$ cat config.mk
export PLATFORM = sky130hd
export DESIGN_NAME = motor_feedback_turn_tracker_unit
export DESIGN_NICKNAME = d
export VERILOG_FILES = /design/src/sv/mftt_pkg.sv /design/src/sv/mftt_decode.sv /design/src/sv/mftt_state_mem.sv /design/src/sv/mftt_unwrap.sv /design/src/sv/motor_feedback_turn_tracker_unit.sv
export SDC_FILE = /design/constraint.sdc
export NUM_CORES = 2
export LEC_CHECK = 0
export ABC_AREA = 1
export BUFFER_PORTS_ARGS = -buffer_cell sky130_fd_sc_hd__buf_4
export CORE_ASPECT_RATIO = 1.5
export CORE_UTILIZATION = 40
export CTS_CLUSTER_DIAMETER = 150
export CTS_CLUSTER_SIZE = 25
export DETAILED_ROUTE_END_ITERATION = 12
export SLEW_MARGIN = 10
export SYNTH_ARGS = -nofsm -noshare
export SYNTH_HDL_FRONTEND = slang
export SYNTH_SLANG_ARGS = --single-unit
export TNS_END_PERCENT = 20
$ cat constraint.sdc
create_clock -name clk -period 5.6 [get_ports clk]
set_input_delay 0.28 -clock clk [delete_from_list [all_inputs] [get_ports clk]]
set_output_delay 0.28 -clock clk [all_outputs]
set_load 0.02 [all_outputs]
$ cat src/sv/mftt_pkg.sv
`timescale 1ns / 1ps
// ----------------------------------------------------------------------------
// mftt_pkg
// shared types, constants and helpers of the motor feedback turn tracker
// ----------------------------------------------------------------------------
package mftt_pkg;

  // default sizing
  localparam int SLOT_COUNT_DEF      = 32;
  localparam int COUNTS_PER_TURN_DEF = 8192;

  // widest slot index over the supported slot counts (up to 64)
  localparam int SLOT_IDX_W = 6;

  // register reset values and widths
  localparam int BASE_ID_W  = 11;
  localparam int OFFSET_W   = 5;
  localparam int CFG_IDX_W  = 1;
  localparam logic [BASE_ID_W-1:0] BASE_ID_RST = 11'd513;
  localparam logic [OFFSET_W-1:0]  OFFSET_RST  = 5'd11;

  // register indexes
  localparam logic [CFG_IDX_W-1:0] REG_BASE_ID = 1'd0;
  localparam logic [CFG_IDX_W-1:0] REG_OFFSET  = 1'd1;

  // stream widths
  localparam int S_TDATA_W = 72;
  localparam int S_TUSER_W = 2;
  localparam int M_TDATA_W = 96;
  localparam int M_TUSER_W = 4;

  // wrap detection thresholds
  localparam logic [15:0] WRAP_MID  = 16'd5000;
  localparam logic [15:0] WRAP_LOW  = 16'd4000;
  localparam logic [15:0] WRAP_HIGH = 16'd6000;

  // result codes
  typedef enum logic [3:0] {
    ST_UPDATED  = 4'd0,
    ST_ROUTED_0 = 4'd1,
    ST_ROUTED_1 = 4'd2,
    ST_ROUTED_2 = 4'd3,
    ST_ROUTED_3 = 4'd4,
    ST_ROUTED_4 = 4'd5,
    ST_ROUTED_5 = 4'd6,
    ST_BAD_SLOT = 4'd7,
    ST_CLEARED  = 4'd8
  } status_t;

  // identifiers handled elsewhere, in routing code order
  localparam logic [10:0] ROUTED_IDS [6] = '{11'h307, 11'h008, 11'h301,
                                            11'h302, 11'h303, 11'h304};
  localparam status_t ROUTED_CODES [6] = '{ST_ROUTED_0, ST_ROUTED_1, ST_ROUTED_2,
                                          ST_ROUTED_3, ST_ROUTED_4, ST_ROUTED_5};

  typedef enum logic [1:0] {
    K_UPDATE,
    K_CLEAR,
    K_REPORT
  } kind_t;

  typedef enum logic {
    S_IDLE,
    S_CALC
  } fsm_state_t;

  // one decoded item
  typedef struct packed {
    kind_t                 kind;
    status_t               status;
    logic [SLOT_IDX_W-1:0] slot;
    logic [15:0]           angle;
    logic [15:0]           speed;
    logic [15:0]           current;
    logic [7:0]            temp;
  } dec_t;

  // one slot entry of the state memory
  typedef struct packed {
    logic [31:0] count;
    logic [15:0] angle;
  } state_word_t;

  // routing code lookup, gives ST_UPDATED for a motor identifier
  function automatic status_t routed_code(input logic [10:0] id);
    status_t code;
    code = ST_UPDATED;
    for (int i = 0; i < 6; i++) begin
      if (id == ROUTED_IDS[i]) begin
        code = ROUTED_CODES[i];
      end
    end
    return code;
  endfunction

endpackage

$ cat src/sv/mftt_decode.sv
`timescale 1ns / 1ps
// ----------------------------------------------------------------------------
// mftt_decode
// classifies an incoming item and maps its identifier to a motor slot
// ----------------------------------------------------------------------------
module mftt_decode import mftt_pkg::*; #(
  parameter int SLOT_COUNT = SLOT_COUNT_DEF
) (
  input  logic                 mode,
  input  logic                 bus_select,
  input  logic [10:0]          frame_identifier,
  input  logic [4:0]           motor_slot,
  input  logic [55:0]          payload,
  input  logic [BASE_ID_W-1:0] base_identifier,
  input  logic [OFFSET_W-1:0]  second_bus_offset,
  output dec_t                 dec
);

  localparam logic signed [12:0] SlotLimit = 13'(SLOT_COUNT);

  logic signed [12:0] slot_calc;
  logic signed [12:0] slot_off;
  status_t            route;
  logic               clear_ok;
  logic               frame_ok;

  always_comb begin
    slot_off  = bus_select ? $signed({8'b0, second_bus_offset}) : 13'sd0;
    slot_calc = $signed({2'b00, frame_identifier}) - $signed({2'b00, base_identifier})
                + slot_off;
    route     = routed_code(frame_identifier);
    clear_ok  = $signed({8'b0, motor_slot}) < SlotLimit;
    frame_ok  = (slot_calc >= 13'sd0) && (slot_calc < SlotLimit);
  end

  always_comb begin
    dec         = '0;
    dec.kind    = K_REPORT;
    dec.status  = ST_BAD_SLOT;
    if (mode) begin
      if (clear_ok) begin
        dec.kind   = K_CLEAR;
        dec.status = ST_CLEARED;
        dec.slot   = SLOT_IDX_W'(motor_slot);
      end
    end else if (route != ST_UPDATED) begin
      dec.status = route;
    end else if (frame_ok) begin
      dec.kind    = K_UPDATE;
      dec.status  = ST_UPDATED;
      dec.slot    = slot_calc[SLOT_IDX_W-1:0];
      dec.angle   = {payload[7:0], payload[15:8]};
      dec.speed   = {payload[23:16], payload[31:24]};
      dec.current = {payload[39:32], payload[47:40]};
      dec.temp    = payload[55:48];
    end
  end

endmodule

$ cat src/sv/mftt_state_mem.sv
`timescale 1ns / 1ps
// ----------------------------------------------------------------------------
// mftt_state_mem
// per-slot last angle and turn count, one read and one write port
// ----------------------------------------------------------------------------
module mftt_state_mem import mftt_pkg::*; #(
  parameter int SLOT_COUNT = SLOT_COUNT_DEF,
  localparam int AW = $clog2(SLOT_COUNT)
) (
  input  logic          clk,
  input  logic          rst,
  input  logic          rd_en,
  input  logic [AW-1:0] rd_addr,
  input  logic          wr_en,
  input  logic [AW-1:0] wr_addr,
  input  state_word_t   wr_data,
  output state_word_t   rd_data
);

  state_word_t           mem [SLOT_COUNT];
  logic [SLOT_COUNT-1:0] written;
  state_word_t           rd_word;
  logic                  rd_written;

  always_ff @(posedge clk) begin
    if (wr_en) begin
      mem[wr_addr] <= wr_data;
    end
    if (rd_en) begin
      rd_word <= mem[rd_addr];
    end
  end

  // entries never written read as zero
  always_ff @(posedge clk) begin
    if (rst) begin
      written    <= '0;
      rd_written <= 1'b0;
    end else begin
      if (wr_en) begin
        written[wr_addr] <= 1'b1;
      end
      if (rd_en) begin
        rd_written <= written[rd_addr];
      end
    end
  end

  assign rd_data = rd_written ? rd_word : '0;

endmodule

$ cat src/sv/mftt_unwrap.sv
`timescale 1ns / 1ps
// ----------------------------------------------------------------------------
// mftt_unwrap
// threshold wrap detection and multi-turn count update
// ----------------------------------------------------------------------------
module mftt_unwrap import mftt_pkg::*; #(
  parameter int COUNTS_PER_TURN = COUNTS_PER_TURN_DEF
) (
  input  logic [15:0] last_angle,
  input  logic [15:0] now_angle,
  input  logic [31:0] count,
  output logic [31:0] count_next
);

  localparam logic [31:0] Cpt = 32'(COUNTS_PER_TURN);

  logic [31:0] last32;
  logic [31:0] now32;

  always_comb begin
    last32 = {16'b0, last_angle};
    now32  = {16'b0, now_angle};
    if (last_angle > WRAP_MID && now_angle < WRAP_LOW) begin
      // forward across the zero point
      count_next = count + (Cpt - last32) + now32;
    end else if (last_angle < WRAP_MID && now_angle > WRAP_HIGH) begin
      // backward across the zero point
      count_next = count - ((Cpt - now32) + last32);
    end else begin
      count_next = count + now32 - last32;
    end
  end

endmodule

$ cat src/sv/motor_feedback_turn_tracker_unit.sv
`timescale 1ns / 1ps
// ----------------------------------------------------------------------------
// motor_feedback_turn_tracker_unit
// decodes motor feedback frames and tracks a multi-turn count per motor slot
// ----------------------------------------------------------------------------
// an item passes from accept into the item register, and from calc into the result register
// a new item is taken only after the current one leaves calc, set by the
//   read-modify-write of the slot state memory (read at accept, update and write back in calc)
// a result waiting in the output register holds the next item in calc, and so holds the input
// reset: synchronous active-high rst restores base_identifier = 513 and
//   second_bus_offset = 11, and marks all slots as zero, no clearing pass
// ----------------------------------------------------------------------------
module motor_feedback_turn_tracker_unit import mftt_pkg::*; #(
  parameter int SLOT_COUNT      = SLOT_COUNT_DEF,
  parameter int COUNTS_PER_TURN = COUNTS_PER_TURN_DEF
) (
  input  logic                 clk,
  input  logic                 rst,
  // input items
  input  logic                 s_tvalid,
  output logic                 s_tready,
  // frame_identifier, motor_slot, byte0, byte1, byte2, byte3, byte4, byte5, byte6
  input  logic [S_TDATA_W-1:0] s_tdata,
  // mode, bus_select
  input  logic [S_TUSER_W-1:0] s_tuser,
  // result items
  output logic                 m_tvalid,
  input  logic                 m_tready,
  // slot_out, angle_raw, speed_raw, current_raw, temperature, total_count, pad
  output logic [M_TDATA_W-1:0] m_tdata,
  // status
  output logic [M_TUSER_W-1:0] m_tuser,
  // register writes
  input  logic                 cfg_valid,
  output logic                 cfg_ready,
  input  logic [CFG_IDX_W-1:0] cfg_index,
  input  logic [BASE_ID_W-1:0] cfg_data
);

  localparam int AW = $clog2(SLOT_COUNT);

  // configuration registers
  logic [BASE_ID_W-1:0] base_identifier;
  logic [OFFSET_W-1:0]  second_bus_offset;

  // control
  fsm_state_t state;
  fsm_state_t state_next;
  logic       in_accept;
  logic       calc_done;
  logic       mem_wr;

  // held item and datapath
  dec_t        dec;
  dec_t        item;
  state_word_t rd_data;
  state_word_t wr_data;
  logic [31:0] count_new;

  // result register
  status_t     out_status;
  logic [4:0]  out_slot;
  logic [15:0] out_angle;
  logic [15:0] out_speed;
  logic [15:0] out_current;
  logic [7:0]  out_temp;
  logic [31:0] out_total;

  // register writes are taken at any time, the block being idle by contract
  assign cfg_ready = 1'b1;

  always_ff @(posedge clk) begin
    if (rst) begin
      base_identifier   <= BASE_ID_RST;
      second_bus_offset <= OFFSET_RST;
    end else if (cfg_valid && cfg_ready) begin
      case (cfg_index)
        REG_BASE_ID: base_identifier   <= cfg_data;
        REG_OFFSET:  second_bus_offset <= cfg_data[OFFSET_W-1:0];
        default: ;
      endcase
    end
  end

  // classify the incoming item
  mftt_decode #(
    .SLOT_COUNT(SLOT_COUNT)
  ) u_decode (
    .mode             (s_tuser[0]),
    .bus_select       (s_tuser[1]),
    .frame_identifier (s_tdata[10:0]),
    .motor_slot       (s_tdata[15:11]),
    .payload          (s_tdata[71:16]),
    .base_identifier  (base_identifier),
    .second_bus_offset(second_bus_offset),
    .dec              (dec)
  );

  // two-state sequencer: idle takes an item and reads its slot,
  // calc writes back updates and clears once the result register is free
  always_ff @(posedge clk) begin
    if (rst) begin
      state <= S_IDLE;
    end else begin
      state <= state_next;
    end
  end

  always_comb begin
    state_next = state;
    case (state)
      S_IDLE: begin
        if (s_tvalid) begin
          state_next = S_CALC;
        end
      end
      S_CALC: begin
        if (!m_tvalid || m_tready) begin
          state_next = S_IDLE;
        end
      end
      default: state_next = S_IDLE;
    endcase
  end

  always_comb begin
    s_tready  = 1'b0;
    calc_done = 1'b0;
    case (state)
      S_IDLE:  s_tready  = 1'b1;
      S_CALC:  calc_done = !m_tvalid || m_tready;
      default: ;
    endcase
  end

  assign in_accept = s_tvalid && s_tready;
  assign mem_wr    = calc_done && (item.kind != K_REPORT);

  always_ff @(posedge clk) begin
    if (in_accept) begin
      item <= dec;
    end
  end

  // slot state, read at accept and written back in calc
  mftt_state_mem #(
    .SLOT_COUNT(SLOT_COUNT)
  ) u_state_mem (
    .clk    (clk),
    .rst    (rst),
    .rd_en  (in_accept),
    .rd_addr(dec.slot[AW-1:0]),
    .wr_en  (mem_wr),
    .wr_addr(item.slot[AW-1:0]),
    .wr_data(wr_data),
    .rd_data(rd_data)
  );

  mftt_unwrap #(
    .COUNTS_PER_TURN(COUNTS_PER_TURN)
  ) u_unwrap (
    .last_angle(rd_data.angle),
    .now_angle (item.angle),
    .count     (rd_data.count),
    .count_next(count_new)
  );

  // clear keeps the last angle and zeroes the count
  always_comb begin
    if (item.kind == K_CLEAR) begin
      wr_data.angle = rd_data.angle;
      wr_data.count = '0;
    end else begin
      wr_data.angle = item.angle;
      wr_data.count = count_new;
    end
  end

  // result register
  always_ff @(posedge clk) begin
    if (rst) begin
      m_tvalid <= 1'b0;
    end else if (calc_done) begin
      m_tvalid <= 1'b1;
    end else if (m_tready) begin
      m_tvalid <= 1'b0;
    end
  end

  always_ff @(posedge clk) begin
    if (calc_done) begin
      out_status  <= item.status;
      out_slot    <= item.slot[4:0];
      out_angle   <= item.angle;
      out_speed   <= item.speed;
      out_current <= item.current;
      out_temp    <= item.temp;
      out_total   <= (item.kind == K_UPDATE) ? count_new : 32'd0;
    end
  end

  assign m_tuser = out_status;
  assign m_tdata = {3'b000, out_total, out_temp, out_current, out_speed, out_angle,
                    out_slot};

  // an accepted item always moves to the write-back step
  a_accept_to_calc: assert property (@(posedge clk) disable iff (rst)
    in_accept |=> state == S_CALC)
    else $error("accepted item did not enter calc");

  // state memory is written only while finishing an item
  a_write_in_calc: assert property (@(posedge clk) disable iff (rst)
    mem_wr |-> (state == S_CALC) && (!m_tvalid || m_tready))
    else $error("state memory written outside write-back");

  // a finished item always shows up as a result in the next cycle
  a_done_to_valid: assert property (@(posedge clk) disable iff (rst)
    calc_done |=> m_tvalid)
    else $error("finished item produced no result");

  // a cleared slot reports a zero count
  a_clear_zero: assert property (@(posedge clk) disable iff (rst)
    (m_tvalid && m_tuser == ST_CLEARED) |-> m_tdata[92:61] == 32'd0)
    else $error("clear result with nonzero count");

endmodule
======== Yosys cells after proc, flatten, opt, wreduce, memory -nomap -nowiden ========
Memory sizes are Yosys's and may differ from the RTL's. A register that Yosys moved wholly into a read port is not among the register bits.
Cells that the tools add are included.
storage, ports and cells
  register bits ........................... 215
  RAM bits ................................ 1536
  bits of input ports ..................... 91
  word-level logic and storage cells ...... 95
  memories kept ........................... 1
cells by class
  $add $sub $neg .......................... 10
  order comparisons ....................... 9
  equality and inequality tests ........... 8
  mux-type cells .......................... 29
  bitwise gates (word level) .............. 4
  reductions and logical operators ........ 14
memory list
  memory           words  bits a word  rd ports  clocked after memory_dff  write ports  RTL line              source
  u_state_mem.mem  32     48           1         1                         1            mftt_state_mem.sv:20  state_word_t mem [SLOT_COUNT];
operators by type and width
  kind                                                                             count
  32-bit by 16-bit adder with 32-bit output                                        3
  48-bit two-way mux                                                               2
  68-bit two-way mux                                                               1
  32-bit two-way mux                                                               2
  61-bit two-way mux                                                               1
  11-bit by 10-bit equality test with 1-bit output (second input constant)         5
  14-bit by 16-bit subtractor with 17-bit output (first input constant)            2
  32-bit adder                                                                     1
  16-bit by 13-bit > comparator with 1-bit output (second input constant)          2
  32-bit OR                                                                        1
  32-bit by 16-bit subtractor with 32-bit output                                   1
  32-bit subtractor                                                                1
  4-bit two-way mux                                                                6
  16-bit by 12-bit less-than comparator with 1-bit output (second input constant)  1
  16-bit by 13-bit less-than comparator with 1-bit output (second input constant)  1
  13-bit adder                                                                     1
  13-bit by 1-bit >= comparator with 1-bit output (second input constant)          1
  13-bit by 7-bit less-than comparator with 1-bit output (second input constant)   1
  5-bit by 6-bit less-than comparator with 1-bit output (second input constant)    2
  11-bit by 11-bit subtractor with 12-bit output                                   1
  11-bit by 4-bit equality test with 1-bit output (second input constant)          1
  1-bit two-way mux                                                                11
  5-bit two-way mux                                                                2
  1-bit logical AND                                                                6
  other kinds (15)                                                                 18

======== Depth between registers and ports, before layout ========
  word-level depth ........................ 12
  mapped depth ............................ 33

======== Cells and area by module ========
A second synthesis with hierarchy kept.
unflattened totals
  cell total of the unflattened synthesis .. 7511
  area total of the unflattened synthesis .. 81369.3 um^2
by module, submodules not included
  module                            times used  cells an instance  area an instance (um^2)  seq. area each (um^2)
  mftt_state_mem                    1           5281               64662.0                  48226.3
  mftt_unwrap                       1           1400               8157.8                   0.0
  motor_feedback_turn_tracker_unit  1           433                6341.1                   5285.1
  mftt_decode                       1           397                2208.4                   0.0

======== Worst setup path before layout ========
No wires, ideal clock.
  path type ............................... register -> register
  start point ............................. reg u_state_mem.rd_written
  end point ............................... mem u_state_mem.mem[0][43] (netlist name) (data pin)
  library setup time ...................... 377 ps
  arrival time ............................ 5481 ps
  data required time ...................... 5223 ps
  setup slack ............................. -258 ps
  cell stages (with the launch flop) ...... 28
  cell sequence ........................... dfxtp_1 clkbuf_1 clkbuf_1 nand2_1 ha_1 inv_1 nor2_1 inv_1 nor2_1 xor2_1 fa_1 inv_1 ha_1 a21oi_1 nand2_1 a21boi_0 o21ai_0 a21boi_0 o21ai_0 a21oi_1 o21ai_0 nand2_1 nand2_1 a31oi_1 o21ai_0 nand2_1 nand3_1 a21oi_1
RTL lines
  element                 RTL line              source
  start, declared         mftt_state_mem.sv:23  logic rd_written;
  start signal, assigned  mftt_state_mem.sv:44  rd_written <= written[rd_addr];
  end, declared           mftt_state_mem.sv:20

==> results.yml <==
grt:
  globalRouteTotalUtil_pct: 23.8
  maximum_number_of_pins_on_one_net_before_global_route_repair: 117
  grt_pass1_wl_mm: 359
  grt_pass1_vias: 54000
  globalRouteOverflowTotal: 0
  antenna_found_initial: 3
setup_path:
  reg2reg_slack_ns: 0.28
  worst_r2r_endpoint: "u_state_mem.mem[28][36]"
  timing.critical_path.from_type: "flip-flop"
  slowest_stage_cell_on_the_critical_path: "fa_1"
  setup.worst_path.start: "item[40]"
  worst_path_dominant_cell_family: "buffers and inverters"
  critPathKind: "flip-flop to flip-flop"
  arrival_ns: 5.75
  cp_max_fo: 32
  timing.critical_path.to: "u_state_mem.mem[28][36]"
  critPathRequiredTime_ns: 6.03
  cp.buffers_inverters: 11
  timing.critical_path.slowest_cell_delay_ns: 0.53
  cp-end-kind: "flip-flop"
  rr_worst_depth: 30
  timing.rr.start: "item[40]"
  timing.critical_path.depth: 30
routing:
  routed_wirelength_mm: 247
  route.detailed.wl_per_inst_um: 24.5
  drtAntennaViolNets: 0
  per_cell_via_count_in_the_routed_design: 5.52
  dr_pass1_iterations: 8
  vias: 55600
  drcViolationCount: 0
  drt_iter0_markers: 6053
cts:
  clock_pin_slew_reported_for_the_worst_setup_and_hold_paths_after_clock_tree_synthesis_ns: 0.11
  worstSkewPairLatency_ns: 0.75
  cts_tree: "built"
  h_tree_depth: 3
  ctsRootBufferMaster: "clkbuf_16"
  cts_buffer_depth: 3
  cts_made_buffers: 81
  clock_sink_count: 1798
timing:
  worst_pin_slew_ns: 1.27
  fin_worst_hold_slack_ns: 0.0804
  final.period_utilization_pct: 95.0
  setup_viol_count_final: 0
  finalMaxSlewViolations: 0
  final.setup_skew_ns: 0.0586
  relSlewSlack_pct: 15.6
  final.min_clock_period_ns: 5.32
  finalWorstSetupSlack_ns: 0.278
  max_clock_freq_mhz: 188
  hold_viol_final: 0
  setup_repair_after_global_routing_missed_its_margin: "true"
pwr:
  cellLeakagePower_nw: 34.0
  finalPower_mw: 28.8
  worst_ir_drop_on_vdd_mv: 0.223
  pd_cells_nw_per_um2: 318
flow_run:
  maximum_capacitance_violations: 0
yosys:
  synthTopCellsByCount: "1747 x edfxtp_1, 1173 x o21ai_0, 868 x inv_1, 620 x nand2_1, 544 x nand3_1"
  synth_ff_type: "edfxtp_1"
  synth_enable_flop_cells: 1747
  cell_count_after_synthesis: 7075
  postSynth.asyncResetShare_pct: 0
  post-synth-top-area-cell: "edfxtp_1"
  ys_top_cells_by_area: "edfxtp_1 65%, o21ai_0 7.3%, inv_1 4.1%"
  yosysTopAreaCellShare_pct: 65.3
  ys_seq_elements: 1798
  seq_area_frac_synth_pct: 66.6
  synthDistinctLibCells: 59
  syn-cell-area_um2: 80300
  synth.most_common_cell: "edfxtp_1"
  synth_warnings: 0
  synth_area_per_cell_um2: 11.4
place:
  dp_worst_setup_slack_ns: -0.444
  hpwl_mm: 147
  gp_routability_congestion: 0.932
  port_buffers: 189
finish:
  fill_cells: 18200
  drive_above_1_share_pct: 10.7
  num-nets-final: 7707
  syn_to_final_growth_pct: 13.0
floorplan:
  die_w_um: 368
  die_height_um: 551
  start_util_pct: 40.2
  die_area_um2: 203000
  core_area_um2: 200000
  io_pins: 194
  placementRows: 201
status:
  status: "complete, no violations"
hold_path:
  hold_class: "input pin to flip-flop"
stage by stage:
step	TNS [ns]	util [%]	instances	area, um2
after CTS	0	45.4	10100	90600
after global routing	-0.00306	45.5	10100	90800
final	0	45.5	10100	90800
after detailed placement	-27.17	43.8	9896	87500
after floorplan	-8.08	-	7077	80300
after global placement	-18.97	43.8	9896	87500
metal layers:
layer	vias up	part of all wire [%]	track usage (%)
met2	2164	50	42.2
met4	0	4.0	8.93
met5	-	0	0
met3	414	6.8	2.47
li1	25400	-	-
met1	27700	39	29.9
worst register-to-register path: cells and delay by family, from the launching register on:
family | cells | cell delay (ns)
buffers and inverters | 11 | 1.41
and+or+nand+nor | 11 | 1.24
adders and majority gates | 2 | 0.83
AOI/OAI and AO/OA | 4 | 0.72
DFF | 1 | 0.43
muxes | 1 | 0.23
xor gates and xnor gates | 1 | 0.14
final cells by class:
class	count	area, um2	area share [%]
flip-flops and latches	1798	53500	58.9
multi-input cells	3918	21900	24.2
repair buffers	637	6140	6.76
inverters	988	3720	4.10
well taps	2639	3300	3.64
clock buffers	97	2110	2.32
clock inverters	6	77.6	0.0855
diodes	1	2.50	0.00276
what timing repair did:
item	CTS	global route
cloned	1	1
setup endpoints to repair	288	506
hold buffers	81	0
gates resized for setup	8	47
pin swaps	1	3
hold endpoints to repair	110	0
setup buffers	0	1
logic make-up after synthesis:
logic type,count (synthesis),share of synthesized area [%]
other,2,0.00935
XOR/XNOR,69,0.752
adder cells (fa/ha/maj),192,3.47
buffers and inverters,1362,6.86
AND/OR/NAND/NOR,1701,9.14
flip-flops,1798,66.6
multiplexers,1,0.0125
AO/OA/AOI/OAI,1950,13.2
cells in the final DEF (no fill, tap or decap), types with 9 or more instances in the layout:
cell	count
o21bai_1	106
nand2_1	617
clkbuf_1	15
buf_4	461
a21oi_1	167
nand3_1	544
ha_1	141
nor2_2	23
clkinv_1	115
dlygate4sd3_1	81
nor3_1	14
fa_1	51
nor2_1	391
dfxtp_1	50
clkbuf_16	82
o211ai_1	151
a21oi_2	15
buf_12	91
o21ai_1	283
xor2_1	48
edfxtp_1	1747
inv_1	865
nor2_4	39
xnor2_1	21
or2_2	9
nand4_1	17
a31oi_1	13
o21ai_0	1150
nand2_2	10
o21ai_2	13
where the power goes:
| group | internal [mW] | switching, mW | leakage [nW] |
|---|---|---|---|
| Sequential | 15.9 | 0.0768 | 16.4 |
| Clock | 2.70 | 4.13 | 1.07 |
| Combinational | 1.92 | 4.12 | 16.5 |
| Total | 20.5 | 8.33 | 34.0 |
worst min-delay path by stage:
stage	slack [ns]	cells after the start	to	start
6_report	0.08	4	item[62]	s_tdata[2]
3_5_place_dp	0.40	0	out_temp[0]	item[0]
3_3_place_gp	0.40	0	out_temp[1]	item[1]
2_1_floorplan	0.38	0	item[66]	s_tuser[0]
5_1_grt	0.09	4	item[62]	s_tdata[2]
4_1_cts	0.02	4	item[62]	s_tdata[2]
registers in the layout, indices dropped and copies added, names as in the netlist, 5 cells and up:
register and flops:
item 66, out_speed 16, out_slot 5, out_total 32, out_temp 8, u_state_mem.rd_word 48, base_identifier 11, second_bus_offset 5
u_state_mem.mem 1536, out_current 16, u_state_mem.written 32, out_angle 16
Power figures use the tool's default switching activity.
